## src/sv/rpce_pkg.sv

```systemverilog
`timescale 1ns / 1ps
// shared types and codes for the relocation patch command engine
// no dependencies

package rpce_pkg;

    // command codes carried in the top byte of a header word
    localparam logic [7:0] CMD_ADDR32     = 8'd1;
    localparam logic [7:0] CMD_ADDR16LO   = 8'd4;
    localparam logic [7:0] CMD_ADDR16HI   = 8'd5;
    localparam logic [7:0] CMD_ADDR16HA   = 8'd6;
    localparam logic [7:0] CMD_REL24      = 8'd10;
    localparam logic [7:0] CMD_WRITE32    = 8'd32;
    localparam logic [7:0] CMD_WRITE16    = 8'd33;
    localparam logic [7:0] CMD_WRITE8     = 8'd34;
    localparam logic [7:0] CMD_CONDPTR    = 8'd35;
    localparam logic [7:0] CMD_COND32     = 8'd36;
    localparam logic [7:0] CMD_COND16     = 8'd37;
    localparam logic [7:0] CMD_COND8      = 8'd38;
    localparam logic [7:0] CMD_BRANCH     = 8'd64;
    localparam logic [7:0] CMD_BRANCHLINK = 8'd65;

    // result kinds
    localparam logic [1:0] ACT_WRITE   = 2'd0;
    localparam logic [1:0] ACT_READ    = 2'd1;
    localparam logic [1:0] ACT_UNKNOWN = 2'd2;
    localparam logic [1:0] ACT_TRUNC   = 2'd3;

    // access sizes
    localparam logic [1:0] SZ_BYTE = 2'd0;
    localparam logic [1:0] SZ_HALF = 2'd1;
    localparam logic [1:0] SZ_WORD = 2'd2;

    localparam logic [23:0] ABS_MARKER  = 24'hFFFFFE;
    localparam logic [31:0] DELTA_MASK  = 32'h03FFFFFC;
    localparam logic [31:0] REL24_KEEP  = 32'hFC000003;
    localparam logic [31:0] BRANCH_OP   = 32'h48000000;
    localparam logic [31:0] BRANCH_LINK = 32'h48000001;

    typedef enum logic [2:0] {
        PH_HEADER = 3'd0,
        PH_ABS    = 3'd1,
        PH_OP1    = 3'd2,
        PH_OP2    = 3'd3,
        PH_READ   = 3'd4
    } t_phase;

    typedef struct packed {
        logic        opcode;
        logic [31:0] word;
        logic        end_of_stream;
    } t_item;

    typedef struct packed {
        logic [1:0]  action;
        logic [31:0] mem_address;
        logic [31:0] mem_data;
        logic [1:0]  access_size;
    } t_result;

endpackage

```

## src/sv/rpce_in_stage.sv

```systemverilog
`timescale 1ns / 1ps
// input register of the engine: holds one accepted item for the decode stage
// depends on rpce_pkg

module rpce_in_stage
    import rpce_pkg::*;
(
    input  logic  i_clk,
    input  logic  i_rst_n,
    input  logic  i_valid,
    output logic  o_ready,
    input  t_item i_item,
    input  logic  i_advance,
    output logic  o_valid,
    output t_item o_item
);

    logic  r_valid;
    t_item r_item;

    // room when empty or when the held item moves on this cycle
    assign o_ready = !r_valid || i_advance;

    always_ff @(posedge i_clk) begin
        if (!i_rst_n) begin
            r_valid <= 1'b0;
        end else if (o_ready) begin
            r_valid <= i_valid;
        end
    end

    always_ff @(posedge i_clk) begin
        if (o_ready && i_valid) begin
            r_item <= i_item;
        end
    end

    assign o_valid = r_valid;
    assign o_item  = r_item;

endmodule

```

## src/sv/rpce_exec.sv

```systemverilog
`timescale 1ns / 1ps
// command decoder: phase machine, command state and result formation
// depends on rpce_pkg

module rpce_exec
    import rpce_pkg::*;
(
    input  logic        i_clk,
    input  logic        i_rst_n,
    input  logic        i_fire,
    input  t_item       i_item,
    input  logic [31:0] i_text_base,
    output logic        o_res_valid,
    output t_result     o_res
);

    t_phase      r_phase, n_phase;
    logic [7:0]  r_command, n_command;
    logic [31:0] r_patch, n_patch;
    logic [31:0] r_operand, n_operand;
    logic [31:0] r_expected, n_expected;

    logic [31:0] w;
    logic        eos;
    logic [7:0]  hdr_cmd;
    logic        hdr_abs;
    logic [31:0] hdr_addr;
    logic [31:0] resolved;
    logic [31:0] op_value;
    logic [31:0] delta_op;
    logic [31:0] delta_rd;
    logic [15:0] ha_value;
    logic [31:0] rd_mask;

    function automatic logic f_known(input logic [7:0] c);
        logic k;
        unique case (c) inside
            CMD_ADDR32, CMD_ADDR16LO, CMD_ADDR16HI, CMD_ADDR16HA, CMD_REL24,
            CMD_WRITE32, CMD_WRITE16, CMD_WRITE8, CMD_CONDPTR, CMD_COND32,
            CMD_COND16, CMD_COND8, CMD_BRANCH, CMD_BRANCHLINK: k = 1'b1;
            default: k = 1'b0;
        endcase
        return k;
    endfunction

    function automatic logic f_is_cond(input logic [7:0] c);
        return (c >= CMD_CONDPTR) && (c <= CMD_COND8);
    endfunction

    function automatic logic f_resolves(input logic [7:0] c);
        logic k;
        unique case (c) inside
            CMD_ADDR32, CMD_ADDR16LO, CMD_ADDR16HI, CMD_ADDR16HA, CMD_REL24,
            CMD_CONDPTR, CMD_BRANCH, CMD_BRANCHLINK: k = 1'b1;
            default: k = 1'b0;
        endcase
        return k;
    endfunction

    function automatic logic [1:0] f_cond_size(input logic [7:0] c);
        logic [1:0] s;
        if (c == CMD_COND16) begin
            s = SZ_HALF;
        end else if (c == CMD_COND8) begin
            s = SZ_BYTE;
        end else begin
            s = SZ_WORD;
        end
        return s;
    endfunction

    assign w        = i_item.word;
    assign eos      = i_item.end_of_stream;
    assign hdr_cmd  = w[31:24];
    assign hdr_abs  = (w[23:0] == ABS_MARKER);
    assign hdr_addr = i_text_base + {8'd0, w[23:0]};
    assign resolved = w[31] ? w : (i_text_base + w);
    assign op_value = f_resolves(r_command) ? resolved : w;
    assign delta_op = (op_value - r_patch) & DELTA_MASK;
    assign delta_rd = (r_operand - r_patch) & DELTA_MASK;
    assign ha_value = op_value[31:16] + {15'd0, op_value[15]};
    assign rd_mask  = (r_command == CMD_COND16) ? 32'h0000FFFF :
                      (r_command == CMD_COND8)  ? 32'h000000FF : 32'hFFFFFFFF;

    // next phase
    always_comb begin
        n_phase = r_phase;
        if (i_fire) begin
            if (i_item.opcode) begin
                if (r_phase == PH_READ) begin
                    n_phase = PH_HEADER;
                end
            end else begin
                unique case (r_phase)
                    PH_HEADER: begin
                        if (hdr_abs) begin
                            n_phase = eos ? PH_HEADER : PH_ABS;
                        end else if (!f_known(hdr_cmd) || eos) begin
                            n_phase = PH_HEADER;
                        end else begin
                            n_phase = PH_OP1;
                        end
                    end
                    PH_ABS: begin
                        n_phase = (!f_known(r_command) || eos) ? PH_HEADER : PH_OP1;
                    end
                    PH_OP1: begin
                        if (f_is_cond(r_command)) begin
                            n_phase = eos ? PH_HEADER : PH_OP2;
                        end else if (r_command == CMD_REL24) begin
                            n_phase = PH_READ;
                        end else begin
                            n_phase = PH_HEADER;
                        end
                    end
                    PH_OP2:  n_phase = PH_READ;
                    PH_READ: n_phase = PH_READ;
                    default: n_phase = PH_HEADER;
                endcase
            end
        end
    end

    // command state and result
    always_comb begin
        n_command   = r_command;
        n_patch     = r_patch;
        n_operand   = r_operand;
        n_expected  = r_expected;
        o_res_valid = 1'b0;
        o_res       = '{action: ACT_WRITE, mem_address: r_patch, mem_data: 32'd0,
                        access_size: SZ_WORD};
        if (i_fire) begin
            if (i_item.opcode) begin
                if (r_phase == PH_READ) begin
                    if (r_command == CMD_REL24) begin
                        o_res_valid    = 1'b1;
                        o_res.mem_data = (w & REL24_KEEP) | delta_rd;
                    end else if (f_is_cond(r_command) &&
                                 ((w & rd_mask) == (r_expected & rd_mask))) begin
                        o_res_valid       = 1'b1;
                        o_res.mem_data    = r_operand & rd_mask;
                        o_res.access_size = f_cond_size(r_command);
                    end
                end
            end else begin
                unique case (r_phase)
                    PH_HEADER: begin
                        n_command = hdr_cmd;
                        n_patch   = hdr_abs ? 32'd0 : hdr_addr;
                        o_res     = '{action: ACT_TRUNC, mem_address: n_patch,
                                      mem_data: {24'd0, hdr_cmd}, access_size: SZ_BYTE};
                        if (!hdr_abs && !f_known(hdr_cmd)) begin
                            o_res_valid  = 1'b1;
                            o_res.action = ACT_UNKNOWN;
                        end else begin
                            o_res_valid = eos;
                        end
                    end
                    PH_ABS: begin
                        n_patch = w;
                        o_res   = '{action: ACT_TRUNC, mem_address: w,
                                    mem_data: {24'd0, r_command}, access_size: SZ_BYTE};
                        if (!f_known(r_command)) begin
                            o_res_valid  = 1'b1;
                            o_res.action = ACT_UNKNOWN;
                        end else begin
                            o_res_valid = eos;
                        end
                    end
                    PH_OP1: begin
                        n_operand = op_value;
                        if (f_is_cond(r_command)) begin
                            o_res_valid = eos;
                            o_res = '{action: ACT_TRUNC, mem_address: r_patch,
                                      mem_data: {24'd0, r_command}, access_size: SZ_BYTE};
                        end else begin
                            o_res_valid = 1'b1;
                            unique case (r_command) inside
                                CMD_ADDR32, CMD_WRITE32: begin
                                    o_res.mem_data = op_value;
                                end
                                CMD_ADDR16LO, CMD_WRITE16: begin
                                    o_res.mem_data    = {16'd0, op_value[15:0]};
                                    o_res.access_size = SZ_HALF;
                                end
                                CMD_ADDR16HI: begin
                                    o_res.mem_data    = {16'd0, op_value[31:16]};
                                    o_res.access_size = SZ_HALF;
                                end
                                CMD_ADDR16HA: begin
                                    o_res.mem_data    = {16'd0, ha_value};
                                    o_res.access_size = SZ_HALF;
                                end
                                CMD_WRITE8: begin
                                    o_res.mem_data    = {24'd0, op_value[7:0]};
                                    o_res.access_size = SZ_BYTE;
                                end
                                CMD_REL24: begin
                                    o_res.action = ACT_READ;
                                end
                                CMD_BRANCH: begin
                                    o_res.mem_data = BRANCH_OP | delta_op;
                                end
                                CMD_BRANCHLINK: begin
                                    o_res.mem_data = BRANCH_LINK | delta_op;
                                end
                                default: begin
                                    o_res_valid = 1'b0;
                                end
                            endcase
                        end
                    end
                    PH_OP2: begin
                        n_expected        = w;
                        o_res_valid       = 1'b1;
                        o_res.action      = ACT_READ;
                        o_res.access_size = f_cond_size(r_command);
                    end
                    default: begin
                        o_res_valid = 1'b0;
                    end
                endcase
            end
        end
    end

    always_ff @(posedge i_clk) begin
        if (!i_rst_n) begin
            r_phase    <= PH_HEADER;
            r_command  <= 8'd0;
            r_patch    <= 32'd0;
            r_operand  <= 32'd0;
            r_expected <= 32'd0;
        end else begin
            r_phase    <= n_phase;
            r_command  <= n_command;
            r_patch    <= n_patch;
            r_operand  <= n_operand;
            r_expected <= n_expected;
        end
    end

endmodule

```

## src/sv/relocation_patch_command_engine.sv

```systemverilog
`timescale 1ns / 1ps
// top level of the relocation patch command engine: ports, text base register,
// result register; depends on rpce_pkg, rpce_in_stage and rpce_exec

// The engine takes one item per clock while the result side keeps up: command
// stream words (opcode 0) and memory read data coming back (opcode 1), and
// answers each with at most one result item - a memory write, a read request,
// an unknown command report or a truncated command report. An item is decoded
// against the command state while it sits in the input register, and its
// result is captured in the result register when the decode stage advances;
// items stream at one per cycle as long as the result side takes them. The
// rate is set by the single decode stage, where the phase machine, two 32-bit
// adds for relative addresses and two subtracts for branch and REL24
// displacements sit between the input and result registers. Read requests
// (REL24, conditional writes) expect the matching read data as a later input
// item; stream words arriving meanwhile are dropped. text_base may only be
// written while the engine is idle.

module relocation_patch_command_engine
    import rpce_pkg::*;
(
    input  logic        i_clk,
    input  logic        i_rst_n,
    // configuration write
    input  logic        i_cfg_valid,
    output logic        o_cfg_ready,
    input  logic [31:0] i_cfg_data,
    // input items
    input  logic        i_in_valid,
    output logic        o_in_ready,
    input  logic        i_opcode,
    input  logic [31:0] i_word,
    input  logic        i_end_of_stream,
    // result items
    output logic        o_out_valid,
    input  logic        i_out_ready,
    output logic [1:0]  o_action,
    output logic [31:0] o_mem_address,
    output logic [31:0] o_mem_data,
    output logic [1:0]  o_access_size
);

    logic [31:0] r_text_base;
    logic        r_out_valid;
    t_result     r_out;

    t_item   in_item;
    t_item   st_item;
    logic    st_valid;
    logic    advance;
    logic    fire;
    logic    res_valid;
    t_result res;

    // text base register, writes always taken
    assign o_cfg_ready = 1'b1;

    always_ff @(posedge i_clk) begin
        if (!i_rst_n) begin
            r_text_base <= 32'd0;
        end else if (i_cfg_valid) begin
            r_text_base <= i_cfg_data;
        end
    end

    assign in_item = '{opcode: i_opcode, word: i_word, end_of_stream: i_end_of_stream};

    // the decode stage moves whenever the result register is free or being drained
    assign advance = !r_out_valid || i_out_ready;
    assign fire    = st_valid && advance;

    rpce_in_stage u_in_stage (
        .i_clk     (i_clk),
        .i_rst_n   (i_rst_n),
        .i_valid   (i_in_valid),
        .o_ready   (o_in_ready),
        .i_item    (in_item),
        .i_advance (advance),
        .o_valid   (st_valid),
        .o_item    (st_item)
    );

    rpce_exec u_exec (
        .i_clk       (i_clk),
        .i_rst_n     (i_rst_n),
        .i_fire      (fire),
        .i_item      (st_item),
        .i_text_base (r_text_base),
        .o_res_valid (res_valid),
        .o_res       (res)
    );

    // result register; items that cause no result leave it empty
    always_ff @(posedge i_clk) begin
        if (!i_rst_n) begin
            r_out_valid <= 1'b0;
        end else if (advance) begin
            r_out_valid <= fire && res_valid;
        end
    end

    always_ff @(posedge i_clk) begin
        if (advance) begin
            r_out <= res;
        end
    end

    assign o_out_valid   = r_out_valid;
    assign o_action      = r_out.action;
    assign o_mem_address = r_out.mem_address;
    assign o_mem_data    = r_out.mem_data;
    assign o_access_size = r_out.access_size;

endmodule

```

## config.mk

```make
export PLATFORM = sky130hd
export DESIGN_NAME = relocation_patch_command_engine
export DESIGN_NICKNAME = d
export VERILOG_FILES = /design/src/sv/rpce_pkg.sv /design/src/sv/rpce_in_stage.sv /design/src/sv/rpce_exec.sv /design/src/sv/relocation_patch_command_engine.sv
export SDC_FILE = /design/constraint.sdc
export NUM_CORES = 1
export LEC_CHECK = 0
export BUFFER_PORTS_ARGS = -buffer_cell sky130_fd_sc_hd__clkbuf_2
export CAP_MARGIN = 20
export CORE_ASPECT_RATIO = 2
export CORE_MARGIN = 2
export CORE_UTILIZATION = 35
export CTS_BUF_LIST = sky130_fd_sc_hd__clkbuf_4 sky130_fd_sc_hd__clkbuf_8 sky130_fd_sc_hd__clkbuf_16
export DETAILED_ROUTE_END_ITERATION = 8
export PLACE_DENSITY_LB_ADDON = 0.25
export SLEW_MARGIN = 0
export SYNTH_ARGS = -nofsm -noshare
export SYNTH_HDL_FRONTEND = slang
export SYNTH_SLANG_ARGS = --single-unit
```

## constraint.sdc

```tcl
create_clock -name i_clk -period 9.5 [get_ports i_clk]
set_clock_uncertainty 0.1 [all_clocks]
set_input_delay 0.95 -clock i_clk [delete_from_list [all_inputs] [get_ports i_clk]]
set_output_delay 0.95 -clock i_clk [all_outputs]
set_load 0.05 [all_outputs]
```

==> summary.txt, run 1 <==
Power and ir drop
  • Clock share of power: 35.6%
  • Worst IR Drop VDD: 0.000134 V
  • Leak: 7.08 nW
  • P_int: 1.91 mW
  • Comb pwr share: 22.6%
  • Cell area power density: 159 nW/µm²
  • Sequential share of power: 41.8%
  • Switching power: 894 µW
  • Switching Share: 31.9%

Routing
  • Top sig layer: met4
  • DR WL met3: 2560 µm
  • DRC Markers: 0
  • Routed wire length per instance: 23.3 µm
  • Pre-antenna DRT Iters: 5
  • Final WL: 57100 µm
  • Via count: 13906
  • M1 WL: 20000 µm
  • Met2 Routed Length: 30200 µm
  • Via/cell ratio: 5.68
  • Post-route ant nets: 0
  • Iter 0 DRT Violations: 948

Timing
  • Final min period: 6090 ps
  • Slew headroom: 26.1%
  • Final Setup Violations: 0
  • Setup TNS: 0 ps
  • Actual slew at the worst max-slew pin: 1110 ps
  • RSZ-0062 raised after global routing: false
  • Final Max Slew Viols: 0
  • Fmax: 0.164 GHz
  • Final hold vios: 0
  • WHS: 374 ps
  • Final worst-path cycle share: 64.1%

Floorplan
  • # IOs: 142
  • Die H: 302 µm
  • FP Rows: 109
  • Core Footprint: 44100 µm²
  • Die width: 153 µm
  • Die ar.: 46200 µm²
  • Initial Utilization: 35.3%

Placement
  • Area post-placement: 16800 µm²
  • Placer Congestion: 0.990
  • Port bufs: 140
  • Detail Placement HPWL: 45000 µm

Clocking
  • Total clock sinks: 243
  • CTS max path bufs: 3
  • CTS root buffer: clkbuf_16
  • Clk_lat worst skew: 560 ps
  • Worst-path clk slew: 70 ps
  • TritonCTS buffer count: 24
  • H-tree depth: 1
  • # hold bufs at CTS: 0
  • CTS tree: done
  • CTS resizes: 0
  • Setup Buffers After CTS: 0

GRT
  • First-pass GRT wire length: 83700 µm
  • Largest net degree at the start of global routing: 102
  • Initial antenna violation count: 1
  • GR Overflow Total: 0
  • Number of global-route vias before repair: 13718
  • Global Route Usage Sum: 23.9%

Worst setup path
  • Req. time, crit path: 9770 ps
  • Worst Path Max Fanout: 12
  • Critical path endpoint category: flop
  • WP buf/inv: 2
  • Crit path launch type: flop
  • Crit-path max cell delay: 800 ps
  • CP cell instances: nor4_1 > o311ai_1 > a31oi_4 > mux2i_1 > inv_1 > ha_1 > a211oi_1 > o21ai_0 > o21ai_0 > a21oi_1 > a221oi_4 > o211ai_2 > a21oi_2 > inv_2 > a21oi_2 > xnor2_1 > or3_1 > o2111ai_1
  • Cell family with most CP delay: compound AO/OA/AOI/OAI gates
  • Worst Path Arrival: 6360 ps
  • Critical path class: flop to flop
  • Crit path max-delay cell type: nor4_1

Final layout
  • Fin nets: 2029
  • Final Util: 40.1%
  • Final instance area: 17700 µm²
  • Share of layout cells above drive strength 1: 13.0%
  • Most frequent cells in the layout: nand2_1 (249), dfxtp_1 (141), clkbuf_2 (139)
  • Area growth syn-to-layout: 13.6%
  • Commonest non-fill, non-tap cell in the layout: nand2_1

Yosys
  • Asr flop ratio synth: 0%
  • Synth Instances: 1774
  • Syn. warnings: 0
  • Mapped Area: 15500 µm²
  • Commonest register cell after synthesis: dfxtp_1
  • Netlist cell types: 88
  • Number of synthesized flops with an enable pin: 102
  • Seq/Total Area, Yosys: 37.9%
  • Post-synthesis register bit count: 243
  • Mean Syn Cell Area: 8.76 µm²
  • Syn Nets: 1927

Hold path
  • HP Class: flop to flop

Status
  • Status: completed

Run
  • Max-cap violations: 0
==> power by group through the flow <==
| stage | combinational (mW) | clock [mW] | sequential (mW) |
|---|---|---|---|
| floorplan | 0.382 | 0 | 1.24 |
| detailed placement | 0.626 | 0 | 1.19 |
| finish | 0.633 | 0.999 | 1.17 |
| CTS | 0.629 | 1.02 | 1.17 |
| global placement | 0.622 | 0 | 1.19 |
| global route | 0.679 | 1.06 | 1.17 |
==> synth_stat cells (all sizes together), types with 15 or more instances <==
library cell    n  area share (%)
a21boi         51             2.5
a21o           28             1.4
a21oi          99             3.2
a22oi          56             2.7
and2           45             1.8
buf            15            0.52
clkbuf         80             1.9
dfxtp         141              18
edfxtp        102              20
ha             81             6.5
inv            72             1.7
mux2i          49             3.2
nand2         249             6.0
nand2b         25             1.0
nand3          27            0.87
nand4          27             1.1
nor2          104             2.5
nor2b          44             1.8
nor3           26            0.84
nor3b          16            0.81
o211a          16             1.0
o21ai         103             3.3
xnor2          77             4.3
xor2           40             2.3
==> stage by stage <==
step	total power, mW	std cells	setup WS, ps
2_1_floorplan	1.62	1774	4050
5_1_grt	2.91	2449	3060
6_report	2.80	2450	3410
3_3_place_gp	1.82	2403	3670
4_1_cts	2.82	2449	3550
3_5_place_dp	1.82	2405	3580
==> layout make-up <==
class / count / area [µm²]
Sequential cell: 243 / 5890
Clock inverter: 17 / 190
Timing Repair Buffer: 171 / 946
Tap cell: 555 / 694
Multi-Input combinational cell: 1364 / 9040
Clock buffer: 27 / 623
Inverter: 72 / 270
Antenna cell: 1 / 2.50
Fill cell: 4457 / 26400
==> flip-flops by register name (all words and copies together), names as in the netlist <==
name and flops:
o_access_size 2, u_in_stage.o_item 34, o_action 2, u_exec.r_operand 32, u_exec.r_phase 3, r_text_base 32, o_out_valid 1, u_exec.r_patch 32
u_in_stage.o_valid 1, u_exec.r_command 8, o_mem_address 32, o_mem_data 32, u_exec.r_expected 32
==> kinds of logic (layout without fill, tap and decap cells) <==
kind of cell / Yosys count / in the layout / synth area share, %
multiplexers: 50 / 50 / 3.23
XOR/XNOR: 117 / 117 / 6.59
AO/OA/AOI/OAI: 503 / 503 / 22.3
other: 1 / 2 / 0.0241
adder cells (fa/ha/maj): 82 / 82 / 6.65
flip-flops: 243 / 243 / 37.9
buffers and inverters: 167 / 287 / 4.19
AND/OR/NAND/NOR: 611 / 611 / 19.1
==> metal layers <==
metal  global-route usage (%)  vias to the layer above
li1                         -                     6616
met1                     23.9                     6629
met2                     45.6                      487
met3                     2.87                      174
met4                     16.5                        0
met5                        0                        -
==> worst paths after layout <==
kind	from	end	slack, ps	cells past startpoint
min reg2reg	u_exec.r_expected[11]$_SDFFE_PN0P_	u_exec.r_expected[11]$_SDFFE_PN0P_	370	2
max reg2reg	u_exec.r_command[5]$_SDFFE_PN0P_	o_mem_data[25]$_SDFFCE_PN0P_	3410	18
min	u_exec.r_expected[11]$_SDFFE_PN0P_	u_exec.r_expected[11]$_SDFFE_PN0P_	370	2
max	u_exec.r_command[5]$_SDFFE_PN0P_	o_mem_data[25]$_SDFFCE_PN0P_	3410	18
==> worst min-delay path: cells and delay by family (launching register included) <==
family | cells | cell delay [ps]
compound gates | 1 | 60
flops | 1 | 320
simple gates | 1 | 50
(Power assumes the default switching activity.)
==> run 2: changes to the inputs <==
--- a/config.mk
+++ b/config.mk
@@ -5,6 +5,7 @@
 export SDC_FILE = /design/constraint.sdc
 export NUM_CORES = 1
 export LEC_CHECK = 0
+export ABC_AREA = 1
 export BUFFER_PORTS_ARGS = -buffer_cell sky130_fd_sc_hd__clkbuf_2
 export CAP_MARGIN = 20
 export CORE_ASPECT_RATIO = 2
==> constraint.sdc (replaced) <==
create_clock -name i_clk -period 6.3 [get_ports i_clk]
set_clock_uncertainty 0.1 [all_clocks]
set_input_delay 0.63 -clock i_clk [delete_from_list [all_inputs] [get_ports i_clk]]
set_output_delay 0.63 -clock i_clk [all_outputs]
set_load 0.05 [all_outputs]
==> run 2 against run 1 <==
Against the previous run:
- core utilization shrank 0.080 points
- flip-flop and latch count is the same
- clock-buffer cell count grew 1
- wire length grew 27%
- maximum frequency grew 19%
- cell area grew 9.5%
- die area grew 10%
- global-route usage grew 4.2 points
- area after synthesis grew 10%
- worst hold slack lost 230 ps
- sequential share of layout area shrank 2.9 points
- largest power group unchanged
- highest routed layer is now met5
==> summary.txt, run 2 <==
Status
  • Status: completed

Hold path
  • HP Class: input pin to flop

GRT
  • Global Route Usage Sum: 28.1% (+4.2 points)
  • Largest net degree at the start of global routing: 65 (-36%)
  • GR Layer Usage met1: 24.3% (+0.43 points)
  • GRT Max-Usage Layer: met2
  • Number of global-route vias before repair: 17773 (+30%)
  • GR Overflow Total: 0 (unchanged)
  • Routing usage on met3: 3.35% (+0.49 points)
  • First-pass GRT wire length: 106000 µm (+26%)
  • Met2 Use GR: 54.4% (+8.8 points)
  • Initial antenna violation count: 1 (unchanged)

Final layout
  • Register area: 5890 µm² (unchanged)
  • Area growth syn-to-layout: 13.0%
  • Commonest non-fill, non-tap cell in the layout: nand2_1
  • Area of the multi-input gates: 9520 µm² (+5.4%)
  • Max reg flops: 34 (unchanged)
  • Most frequent cells in the layout: nand2_1 (674), inv_1 (354), a21oi_1 (221)
  • Final Non-Filler Cells: 3313 (+35%)
  • Share of layout cells above drive strength 1: 10.7% (-2.3 points)
  • Fillers: 5155 (+16%)
  • Fin nets: 2809 (+38%)

Placement
  • Placer Congestion: 1.03 (+3.7%)
  • Placed instance count: 3268 (+36%)
  • Port bufs: 140 (unchanged)
  • Detail Placement HPWL: 59400 µm (+32%)

Yosys
  • Mean Syn Cell Area: 6.73 µm² (-23%)
  • Asr flop ratio synth: 0% (unchanged)
  • Area leader, netlist: edfxtp_1
  • Number of synthesized flops with an enable pin: 102 (unchanged)
  • Commonest register cell after synthesis: dfxtp_1
  • Top-count cell post-synth: nand2_1
  • Synth Instances: 2542 (+43%)
  • Yosys top cell area share: 17.9% (-1.8 points)
  • Mapped Area: 17100 µm² (+10%)
  • Commonest cells post-synth: nand2_1 (675), inv_1 (354), a21oi_1 (222), nor2_1 (216), o21ai_0 (216)
  • Seq/Total Area, Yosys: 34.4% (-3.5 points)
  • Syn Nets: 2695 (+40%)
  • Largest cells by area after synthesis: edfxtp_1 (18%), dfxtp_1 (16%), nand2_1 (15%), inv_1 (7.8%), a21oi_1 (6.5%)
  • Netlist cell types: 59 (-33%)
  • Post-synthesis register bit count: 243 (unchanged)
  • Syn. warnings: 0 (unchanged)

Floorplan
  • FP Rows: 114 (+4.6%)
  • # IOs: 142 (unchanged)
  • Die ar.: 50800 µm² (+10%)
  • Die H: 317 µm (+4.9%)
  • Initial Utilization: 35.4% (+0.13 points)
  • Die width: 160 µm (+4.8%)
  • Core Footprint: 48400 µm² (+9.8%)

Clocking
  • H-tree depth: 1 (unchanged)
  • Total clock sinks: 243 (unchanged)
  • TritonCTS buffer count: 24 (unchanged)
  • CTS tree: done
  • CTS resizes: 0 (unchanged)
  • CTS max path bufs: 3 (unchanged)
  • CTS root buffer: clkbuf_16
  • # hold bufs at CTS: 0 (unchanged)
  • Worst-path clk slew: 70 ps (about the same)
  • Clk_lat worst skew: 570 ps (about the same)
  • Setup Buffers After CTS: 0 (unchanged)

Timing
  • Final Setup Violations: 0 (unchanged)
  • Final worst-path cycle share: 81.5% (+17 points)
  • Slew headroom: 23.1% (-3.0 points)
  • Fmax: 0.195 GHz (+19%)
  • Setup TNS: 0 ps (unchanged)
  • Final Max Slew Viols: 0 (unchanged)
  • RSZ-0062 raised after global routing: false
  • Actual slew at the worst max-slew pin: 1140 ps (+32.5 ps)
  • Final hold vios: 0 (unchanged)
  • Final min period: 5130 ps (-956 ps)

Worst setup path
  • CP cell instances: ha_1 > nand2_1 > nor2_1 > inv_1 > nor2_1 > nand3_1 > nand4_1 > nand3_1 > nand2_2 > inv_2 > ha_1 > a21oi_1 > a21boi_0 > nor2_1 > a2111oi_0 > nand3_1 > a21oi_1 > o21ai_0 > o21ai_0 > nand2_1 > a21oi_1
  • Worst Path Max Fanout: 6 (-6)
  • Crit path launch type: flop
  • Req. time, crit path: 6600 ps (-3170 ps)
  • WP buf/inv: 2 (unchanged)
  • Critical path endpoint category: flop
  • Worst Path Arrival: 5440 ps (-920 ps)
  • Critical path class: flop to flop
  • Crit path max-delay cell type: edfxtp_1
  • Cell family with most CP delay: simple AND/OR/NAND/NOR gates
  • Crit-path max cell delay: 610 ps (-190 ps)

Routing
  • Via/cell ratio: 5.32 (-6.3%)
  • Final WL: 72600 µm (+27%)
  • DRC Markers: 0 (unchanged)
  • Iter 0 DRT Violations: 1135 (+20%)
  • Post-route ant nets: 0 (unchanged)
  • Routed wire length per instance: 21.9 µm (-6.0%)
  • Via count: 17621 (+27%)
  • Pre-antenna DRT Iters: 6 (+1)

Power and ir drop
  • Leak: 9.39 nW (+33%)
  • Cell area power density: 235 nW/µm² (+48%)
  • Worst IR Drop VDD: 0.000318 V (+140%)

Run
  • Max-cap violations: 0 (unchanged)
==> run 2: cell types whose count changed in the layout (fill, tap and decap cells not counted), moves of 44 or more <==
| cell | previous run | this run |
|---|---|---|
| nand3_1 | 27 | 118 |
| nor2b_1 | 44 | 0 |
| a22oi_1 | 56 | 3 |
| nand2_1 | 249 | 674 |
| mux2i_1 | 49 | 0 |
| inv_1 | 70 | 354 |
| nor2_1 | 103 | 215 |
| o21ai_0 | 93 | 216 |
| xnor2_1 | 77 | 15 |
| a21oi_1 | 97 | 221 |
==> run 2: layer usage <==
metal / routed length (µm) / vias up
met5: 14 / -
met4: 8330 / 2
met3: 2980 / 249
met2: 38500 / 640
met1: 22800 / 8115
li1: - / 8615
==> run 2: cell type report <==
cell class | instances | share of cell area [%]
multi-input combinational | 1851 | 49.3
tap | 638 | 4.13
clock buffer | 28 | 3.47
sequential | 243 | 30.4
timing repair buffer | 162 | 4.58
inverter | 374 | 7.29
antenna | 1 | 0.0129
clock inverter | 16 | 0.828
==> run 2: cells by family (layout without fill, tap and decap cells) <==
kind of cell    count (synthesis)  after routing  share of synthesized area, %
compound gates                568            568                          18.3
xor+xnor                       46             46                          2.35
fa+ha+maj                      82             82                          6.04
buf+inv                       448            580                          10.1
flops                         243            243                          34.4
other cells                     1              2                        0.0219
simple gates                 1154           1154                          28.8
==> run 2: report_power, final <==
part / switching (mW) / total [mW] / internal [mW]
Sequential: 0.0454 / 1.75 / 1.70
Clock: 0.691 / 1.55 / 0.857
Combinational: 0.906 / 1.25 / 0.345
==> run 2: worst paths after layout <==
| kind | start | endpoint | slack, ps | depth (start not counted) |
|---|---|---|---|---|
| worst max-delay path | u_in_stage.o_item[19]$_DFFE_PP_ | o_mem_data[25]$_SDFFCE_PN0P_ | 1170 | 21 |
| worst min register to register | u_exec.r_patch[30]$_SDFFE_PN0P_ | u_exec.r_patch[30]$_SDFFE_PN0P_ | 380 | 2 |
| worst max register to register | u_in_stage.o_item[19]$_DFFE_PP_ | o_mem_data[25]$_SDFFCE_PN0P_ | 1170 | 21 |
| worst min-delay path | i_word[5] | u_in_stage.o_item[6]$_DFFE_PP_ | 140 | 1 |
==> run 2: through the flow <==
step	area, µm²	util, %	worst slack, ps	hold WS, ps	power [mW]
floorplan	17100	-	1840	353	2.58
global placement	18500	38.2	1310	363	3.01
detailed placement	18500	38.3	1280	375	3.01
CTS	19300	40.0	1250	120	4.57
global route	19300	40.0	701	130	4.76
finish	19300	40.0	1170	144	4.55
==> run 3: changes to the inputs <==
==> constraint.sdc (replaced) <==
create_clock -name i_clk -period 4.9 [get_ports i_clk]
set_clock_uncertainty 0.1 [all_clocks]
set_input_delay 0.49 -clock i_clk [delete_from_list [all_inputs] [get_ports i_clk]]
set_output_delay 0.49 -clock i_clk [all_outputs]
set_load 0.05 [all_outputs]
==> run 3 against run 2 <==
Against the previous run:
- clock-buffer cell count is 2 higher
- cell area is 2.0% higher
- via count is 1.5% higher
==> summary.txt, run 3 (same netlist as run 2, synthesis figures left out) <==
Final layout
  • Commonest non-fill, non-tap cell in the layout: nand2_1
  • Final Util: 40.8% (+0.79 points)
  • # diodes: 0 (-1)
  • Final Non-Filler Cells: 3358 (+1.4%)
  • Area growth syn-to-layout: 15.2%
  • Most frequent cells in the layout: nand2_1 (673), inv_1 (354), a21oi_1 (221)
  • Fillers: 5139 (-0.31%)
  • Share of layout cells above drive strength 1: 11.8% (+1.1 points)
  • Fin nets: 2855 (+1.6%)
  • Max reg flops: 34 (unchanged)

Floorplan
  • Die ar.: 50800 µm² (unchanged)
  • # IOs: 142 (unchanged)
  • Initial Utilization: 35.4% (unchanged)
  • FP Rows: 114 (unchanged)
  • Die width: 160 µm (unchanged)
  • Core Footprint: 48400 µm² (unchanged)
  • Die H: 317 µm (unchanged)

Timing
  • Final Max Slew Viols: 0 (unchanged)
  • RSZ-0062 raised after global routing: false
  • Setup ws final: 367 ps (-799 ps)
  • Slew headroom: 25.8% (+2.7 points)
  • Final min period: 4530 ps (-601 ps)
  • Final Setup Violations: 0 (unchanged)
  • Final hold vios: 0 (unchanged)
  • Actual slew at the worst max-slew pin: 1100 ps (-38.2 ps)
  • Fmax: 0.221 GHz (+13%)
  • Final worst-path cycle share: 92.5% (+11 points)
  • Setup TNS: 0 ps (unchanged)

Placement
  • Post-Place Setup Slack: 84.5 ps (-1190 ps)
  • Port bufs: 140 (unchanged)
  • Placer Congestion: 1.06 (+2.8%)
  • Detail Placement HPWL: 59700 µm (+0.54%)
  • Placed instance count: 3298 (+0.92%)

Worst setup path
  • Crit path launch type: flop
  • Req. time, crit path: 5080 ps (-1520 ps)
  • Worst Path Arrival: 4720 ps (-720 ps)
  • Critical path class: flop to flop
  • RR Endpoint: o_mem_data[13]$_SDFFCE_PN0P_
  • Worst Path Max Fanout: 5 (-1)
  • Reg2reg start: u_in_stage.o_item[1]$_DFFE_PP_
  • Reg2Reg Depth: 25 (+19%)
  • Critical path endpoint category: flop
  • R2R setup slack: 370 ps (-800 ps)

Routing
  • Post-route ant nets: 0 (unchanged)
  • Final WL: 72600 µm (about the same)
  • Routed wire length per instance: 21.6 µm (-1.3%)
  • Via count: 17892 (+1.5%)
  • Iter 0 DRT Violations: 1194 (+5.2%)
  • Via/cell ratio: 5.33 (+0.18%)
  • DRC Markers: 0 (unchanged)
  • Pre-antenna DRT Iters: 6 (unchanged)

GRT
  • Initial antenna violation count: 0 (-1)
  • Global Route Usage Sum: 28.1% (about the same)
  • First-pass GRT wire length: 106000 µm (+0.57%)
  • Largest net degree at the start of global routing: 65 (unchanged)
  • Number of global-route vias before repair: 17974 (+1.1%)
  • GR Overflow Total: 0 (unchanged)

Hold path
  • Worst hold stages: 1 (unchanged)
  • HP Class: input pin to flop
  • Hold_sp: i_word[9]
  • Worst Hold Path EP: u_in_stage.o_item[10]$_DFFE_PP_

Clocking
  • Clk_lat worst skew: 560 ps (about the same)
  • TritonCTS buffer count: 24 (unchanged)
  • CTS root buffer: clkbuf_16
  • H-tree depth: 1 (unchanged)
  • Total clock sinks: 243 (unchanged)
  • CTS max path bufs: 3 (unchanged)
  • Setup Buffers After CTS: 0 (unchanged)
  • CTS tree: done
  • Worst-path clk slew: 70 ps (about the same)

Status
  • Status: completed

Power and ir drop
  • Worst IR Drop VDD: 0.000282 V (-11%)
  • Leak: 9.59 nW (+2.2%)
  • Cell area power density: 296 nW/µm² (+26%)

Run
  • Max-cap violations: 0 (unchanged)
run 3: report_power, final:
group / internal (mW) / leakage, nW / total [mW] / switching (mW)
logic: 0.489 / 6.90 / 1.66 / 1.17
registers: 2.19 / 2.30 / 2.25 / 0.0581
clock network: 1.08 / 0.396 / 1.93 / 0.852
total: 3.76 / 9.59 / 5.84 / 2.08
run 3: final cells by class:
| type | count | area (µm²) | share of cell area, % |
|---|---|---|---|
| well taps | 638 | 798 | 4.05 |
| multi-input cells | 1851 | 9540 | 48.4 |
| repair buffers | 208 | 1280 | 6.50 |
| clock inverters | 14 | 133 | 0.673 |
| clock buffers | 30 | 669 | 3.39 |
| flip-flops and latches | 243 | 5890 | 29.8 |
| inverters | 374 | 1410 | 7.14 |
run 3: through the flow:
step	instance area (µm²)	hold WS [ps]	power, mW
2_1_floorplan	17100	353	3.31
3_3_place_gp	18700	362	3.90
3_5_place_dp	18700	369	3.91
4_1_cts	19700	0.974	5.86
5_1_grt	19700	10.2	6.11
6_report	19700	22.2	5.84
run 3: worst max-delay path: stages, from the launching register on:
cell and delay [ps]:
edfxtp_1 430, ha_1 240, inv_1 70, fa_1 410
nor2_1 140, o21ai_0 110, nand2_1 250, xor2_1 140
o21ai_0 220, buf_4 200, inv_1 70, ha_1 360
nand2_1 160, nor2_1 130, inv_1 60, o221a_2 240
nand2_2 160, nand2_1 70, nand2_1 110, a21oi_1 70
o21ai_0 90, nand3_1 90, inv_1 60, nand2_1 80
nand2_1 110, a21oi_1 80
run 3: routing by layer:
layer | wire (µm) | track usage, % | vias to the layer above | part of all wire [%]
li1 | - | - | 8709 | -
met1 | 22700 | 24.3 | 8301 | 31
met2 | 38500 | 54.6 | 623 | 53
met3 | 2830 | 2.83 | 259 | 3.9
met4 | 8600 | 28.4 | 0 | 12
met5 | 0 | 0 | - | 0
run 3: worst max path at each step:
stage,endpoint,slack [ps],startpoint,cells past startpoint
2_1_floorplan,o_mem_address[10]$_DFFE_PP_,550,o_out_valid$_SDFFE_PN0P_,12
3_3_place_gp,o_mem_data[25]$_SDFFCE_PN0P_,40,u_in_stage.o_item[19]$_DFFE_PP_,20
3_5_place_dp,o_mem_data[25]$_SDFFCE_PN0P_,80,u_in_stage.o_item[19]$_DFFE_PP_,20
4_1_cts,o_mem_data[25]$_SDFFCE_PN0P_,60,u_in_stage.o_item[19]$_DFFE_PP_,21
5_1_grt,o_mem_data[7]$_SDFFCE_PN0P_,10,u_in_stage.o_item[1]$_DFFE_PP_,21
6_report,o_mem_data[13]$_SDFFCE_PN0P_,370,u_in_stage.o_item[1]$_DFFE_PP_,25
run 3: timing repair:
action                                 4_1_cts  5_1_grt
setup endpoints to repair                    0       10
hold buffers                                15        0
endpoints found under the hold margin       15        0
gates resized for setup                      0        9
